<file path="src/sv/bb3s_ram.sv">
// Simple dual-port RAM with one write port and one registered read port.
`default_nettype none

module bb3s_ram #(
   parameter int WIDTH = 8,
   parameter int DEPTH = 16
) (
   input  logic                     clock,
   input  logic                     we,
   input  logic [$clog2(DEPTH)-1:0] waddr,
   input  logic [WIDTH-1:0]         wdata,
   input  logic [$clog2(DEPTH)-1:0] raddr,
   output logic [WIDTH-1:0]         rdata_ff
);

   logic [WIDTH-1:0] mem_ff [DEPTH];

   always_ff @(posedge clock) begin
      if (we) begin
         mem_ff[waddr] <= wdata;
      end
      rdata_ff <= mem_ff[raddr];
   end

endmodule

`default_nettype wire

</file>
<file path="config.mk">
export PLATFORM = sky130hd
export DESIGN_NAME = bb3s_ram
export DESIGN_NICKNAME = d
export VERILOG_FILES = /design/src/sv/bb3s_ram.sv
export SDC_FILE = /design/constraint.sdc
export NUM_CORES = 1
export LEC_CHECK = 0
export ABC_AREA = 1
export ABC_CLOCK_PERIOD_IN_PS = 3300
export BUFFER_PORTS_ARGS = -buffer_cell sky130_fd_sc_hd__buf_2
export CAP_MARGIN = 20
export CELL_PAD_IN_SITES_DETAIL_PLACEMENT = 1
export CELL_PAD_IN_SITES_GLOBAL_PLACEMENT = 1
export CORE_MARGIN = 5
export CORE_UTILIZATION = 30
export DETAILED_ROUTE_END_ITERATION = 12
export PLACE_DENSITY_LB_ADDON = 0.08
export SLEW_MARGIN = 40
export SYNTH_ARGS = -nofsm -noshare
export SYNTH_HDL_FRONTEND = slang
export SYNTH_SLANG_ARGS = --single-unit
</file>
<file path="constraint.sdc">
create_clock -name clock -period 3.3 [get_ports clock]
set_input_delay 0.33 -clock clock [delete_from_list [all_inputs] [get_ports clock]]
set_output_delay 0.33 -clock clock [all_outputs]
set_load 0.005 [all_outputs]
</file>
After elaboration in Yosys (flattened, before gate mapping)

Memory sizes are Yosys's and may differ from the RTL's. A register that Yosys moved wholly into a read port is not among the register bits.
Cells that the tools add are included.
Widths: inputs -> output; s select.

Memories: 1
Input port bits: 18
Output and inout bits: 8
Logic and storage cells: 3
RAM bits: 128
Register bits after elaboration: 0

Memories:

| name   | depth | bits a word | rd ports | clocked after memory_dff | write ports | RTL line | RTL |
|---|---|---|---|---|---|---|---|
| mem_ff | 16    | 8           | 1        | 1                        | 1           | 16       | `logic [WIDTH-1:0] mem_ff [DEPTH];` |

Multiplexer cells: 2

Operators by type and width:

| kind   | count |
|---|---|
| $mux 1 | 2 |

Longest topological paths before layout

Word-level depth: 2
Mapped depth: 8

Worst setup path before layout

Ideal clock, no wire load.

Kind: input -> register
Start point: input port waddr[2]
End point: memory mem_ff[10][0] (enable)
Path buffers: 0
Stages on the path: 2
Path slack: 2.019 ns
Data required time: 2.930 ns
Arrival: 0.911 ns
Cells stage by stage: nand3b_1 -> nor2_1

RTL lines:

| what               | RTL line | RTL |
|---|---|---|
| start: declaration | 10       | `input logic [$clog2(DEPTH)-1:0] waddr,` |
| end: declaration   | 16       |  |

Straight into the memory's write port.

==> impl_summary.log <==
[metrics] result of the run: finished, final reports clean
[metrics] combined area of all synthesized cells: 5770 um^2
[metrics] count of endpoints failing setup in the final report: 0
[metrics] share of the core filled with cells in the final layout: 35.4%
[metrics] number of vias per cell after detailed routing: 4.49
[metrics] initial standard-cell utilization of the core: 30.6%
[metrics] first-pass GRT wire length: 23.9 mm
[metrics] CTS root buffer: sky130_fd_sc_hd__clkbuf_16
[metrics] Post-Synthesis Cells: 551
[metrics] Critical Setup Path Class: in -> reg
[metrics] combinational share of power: 6.1%
[metrics] Peak Freq: 617 MHz
[metrics] post-synth top area cell: sky130_fd_sc_hd__edfxtp_1
[metrics] final total power: 3.99 mW
[metrics] sw frac: 22.1%
[metrics] Filler Cells Inserted: 2124
[metrics] number of enable flip-flop cells after synthesis: 128
[metrics] Die Footprint: 22100 um^2
[metrics] slew at the pin closest to its max-slew limit: 775 ps
[metrics] count of nets left with antenna violations after detail routing: 0
[metrics] clock transition at the registers of the reported paths: 60 ps
[metrics] layout overhead on the synthesized area: 15.6%
[metrics] vias in the first global route: 3863
[metrics] Critical Path Slowest Stage Cell: sky130_fd_sc_hd__inv_2
[metrics] TritonCTS clock tree: yes
[metrics] Setup Buffers After CTS: 0
[metrics] CTS Buffer Depth: 2
[metrics] number of hold-slack violations in the final timing report: 0
[metrics] Worst Hold Class: in -> reg
[metrics] H-Tree Depth: 4
[metrics] areal power density over the cells: 598 nW/um^2
[metrics] Setup Total Neg Slack: 0 ps
[metrics] Skew-Pair Late Insertion Delay: 430 ps
[metrics] number of buffers added by the clock tree synthesis step: 17
[metrics] final HPWL from detailed placement: 9.49 mm
[metrics] global route total overflow: 0
[metrics] number of search-and-repair iterations in the first detailed-routing pass: 4
[metrics] crit-path most repeated cell: sky130_fd_sc_hd__nand3_1
[metrics] layout cell share with drive strength beyond 1: 11.2%
[metrics] Startpoint Class: primary input
[metrics] Top Ports: 26
[metrics] fin crit period: 1620 ps
[metrics] per-cell routed wire length: 18.7 um
[metrics] Synth Register Bits: 136
[metrics] DRC violation count after routing: 0
[metrics] worst hold start: raddr[3]
[metrics] number of DRC markers after the initial detailed-route iteration: 286
[metrics] start point of the critical path: raddr[1]
[metrics] Synth top area share: 66.7%
[metrics] part of the power in registers: 48.7%
[metrics] Worst setup EP type: flop
[metrics] height of the chip: 149 um
[metrics] antenna violations before repair: 0
[metrics] cell internal pwr: 3.11 mW
[metrics] antenna fix cells: 0
[metrics] final weighted congestion in routability-driven placement: 0.733
[metrics] length of routed wiring on met1: 7.84 mm
[metrics] top post-synthesis cells by area: sky130_fd_sc_hd__edfxtp_1 (67%), sky130_fd_sc_hd__nand2_1 (11%), sky130_fd_sc_hd__nand3_1 (8.4%)
[metrics] area taken by flip-flops and latches: 4000 um^2
[metrics] standard-cell row count: 50
[metrics] Crit Reg-Reg Startpoint: mem_ff[11][5]
[metrics] arrival time at the worst endpoint: 1930 ps
[metrics] number of warnings issued by yosys: 0
[metrics] Via Count: 3802
[metrics] max-slew headroom at the worst pin: 48.1%
[metrics] most instantiated flip-flop cell in the synthesis netlist: sky130_fd_sc_hd__edfxtp_1
[metrics] # Max-Cap Violations: 0
[metrics] area of the multi-input gates: 1240 um^2
[metrics] fraction of the cycle the final worst path needs: 49.1%
[metrics] number of cells upsized or downsized after cts: 0
[metrics] uppermost layer routed: met4
[metrics] most common library cells after synthesis: sky130_fd_sc_hd__nand2_1 (173), sky130_fd_sc_hd__edfxtp_1 (128), sky130_fd_sc_hd__inv_1 (100)
[metrics] total routing resource utilization after global routing: 15.0%
[metrics] width of the die: 149 um
[metrics] Synth Net Count: 569
[metrics] total number of nets in the final design: 592
[metrics] syn avg cell area: 10.5 um^2
[metrics] cell chain of the critical path: buf_2 -> buf_4 -> inv_2 -> nand3_1 -> nand3_1 -> nand3_1 -> nand2_1
[metrics] library cell with the highest instance count after synthesis: sky130_fd_sc_hd__nand2_1
[metrics] count of buffers from port buffering: 25
[metrics] Worst IR Drop VDD: 0.366 mV
[metrics] DR WL met3: 520 um
[metrics] Final Max Slew Viols: 0
[metrics] number of hold-repair buffers added at the cts stage: 0
[metrics] fraction of registers with async set/reset: 0%
[metrics] leakage power figure: 2.80 nW
[metrics] Std-Cell Core Area: 18800 um^2
[metrics] sequential area share after synthesis: 69.4%
[metrics] reported net switching power: 880 uW
[metrics] unrepaired setup endpoints after global routing: false
[metrics] Post-Route Skew: 6.29 ps
[metrics] final WL: 15.9 mm
[metrics] Max Fanout on Critical Path: 33
[metrics] power share of the clock group: 45.2%
[metrics] # clock sinks: 136
[metrics] largest net degree at the start of global routing: 65
[metrics] routed length on met2: 7.30 mm
[metrics] critical path data required time: 3610 ps
[metrics] Crit path largest cell delay: 430 ps
[metrics] number of different library cells in the post-synthesis netlist: 12
==> power groups by stage <==
stage	clock [mW]	sequential, mW	combinational [mW]
2_1_floorplan	0	1.98	0.136
3_3_place_gp	0	1.98	0.249
3_5_place_dp	0	1.98	0.250
4_1_cts	1.84	1.94	0.252
5_1_grt	1.91	1.94	0.274
6_report	1.80	1.94	0.245
==> logic make-up after synthesis <==
| family | share of synthesized area [%] |
|---|---|
| simple gates | 21.0 |
| flops | 69.4 |
| buf+inv | 9.52 |
==> final cells by class <==
type	instances	share of cell area, %
clock buffer	28	7.60
clock inverter	4	0.676
inverter	102	5.74
multi-input combinational	289	18.6
sequential	136	60.1
tap	260	4.88
timing repair buffer	28	2.40
==> stage by stage <==
stage,instances,worst slack [ps],instance area [um^2],hold WS (ps)
floorplan,551,2020,5770,429
global placement,815,1240,6090,673
detailed placement,815,1240,6100,673
CTS,847,1690,6650,278
global route,847,1590,6670,305
finish,847,1680,6670,285
==> flip-flops by register name, indices dropped and copies added (netlist names) <==
name,flops
rdata_ff,8
mem_ff,128
==> routing by layer <==
layer	track usage [%]	up-vias
met1	21.0	1909
met5	0	-
met3	2.93	19
met2	23.3	55
met4	5.40	0
li1	-	1819
==> worst max-delay path, delay by kind of cell <==
kind          cells  cell delay [ps]
buf+inv           3              920
simple gates      4              670
==> cell usage in the layout (no fill, tap or decap), drive strengths merged, types with 2 or more instances in the layout <==
cell | netlist | final
dfxtp | 8 | 8
inv | 102 | 102
nand3b | 2 | 2
clkbuf | 0 | 28
buf | 24 | 28
nand2 | 173 | 173
clkinv | 0 | 3
edfxtp | 128 | 128
nand3 | 97 | 97
nor2 | 17 | 17
==> path summary, 6_finish.rpt <==
kind | end | slack (ps) | cells after the start
setup / recovery | rdata_ff[5] | 1680 | 7
hold / removal | rdata_ff[6] | 280 | 3
setup reg to reg | rdata_ff[5] | 2150 | 6
hold reg to reg | rdata_ff[7] | 670 | 6
Note: power is estimated with default switching activity, not from simulation.
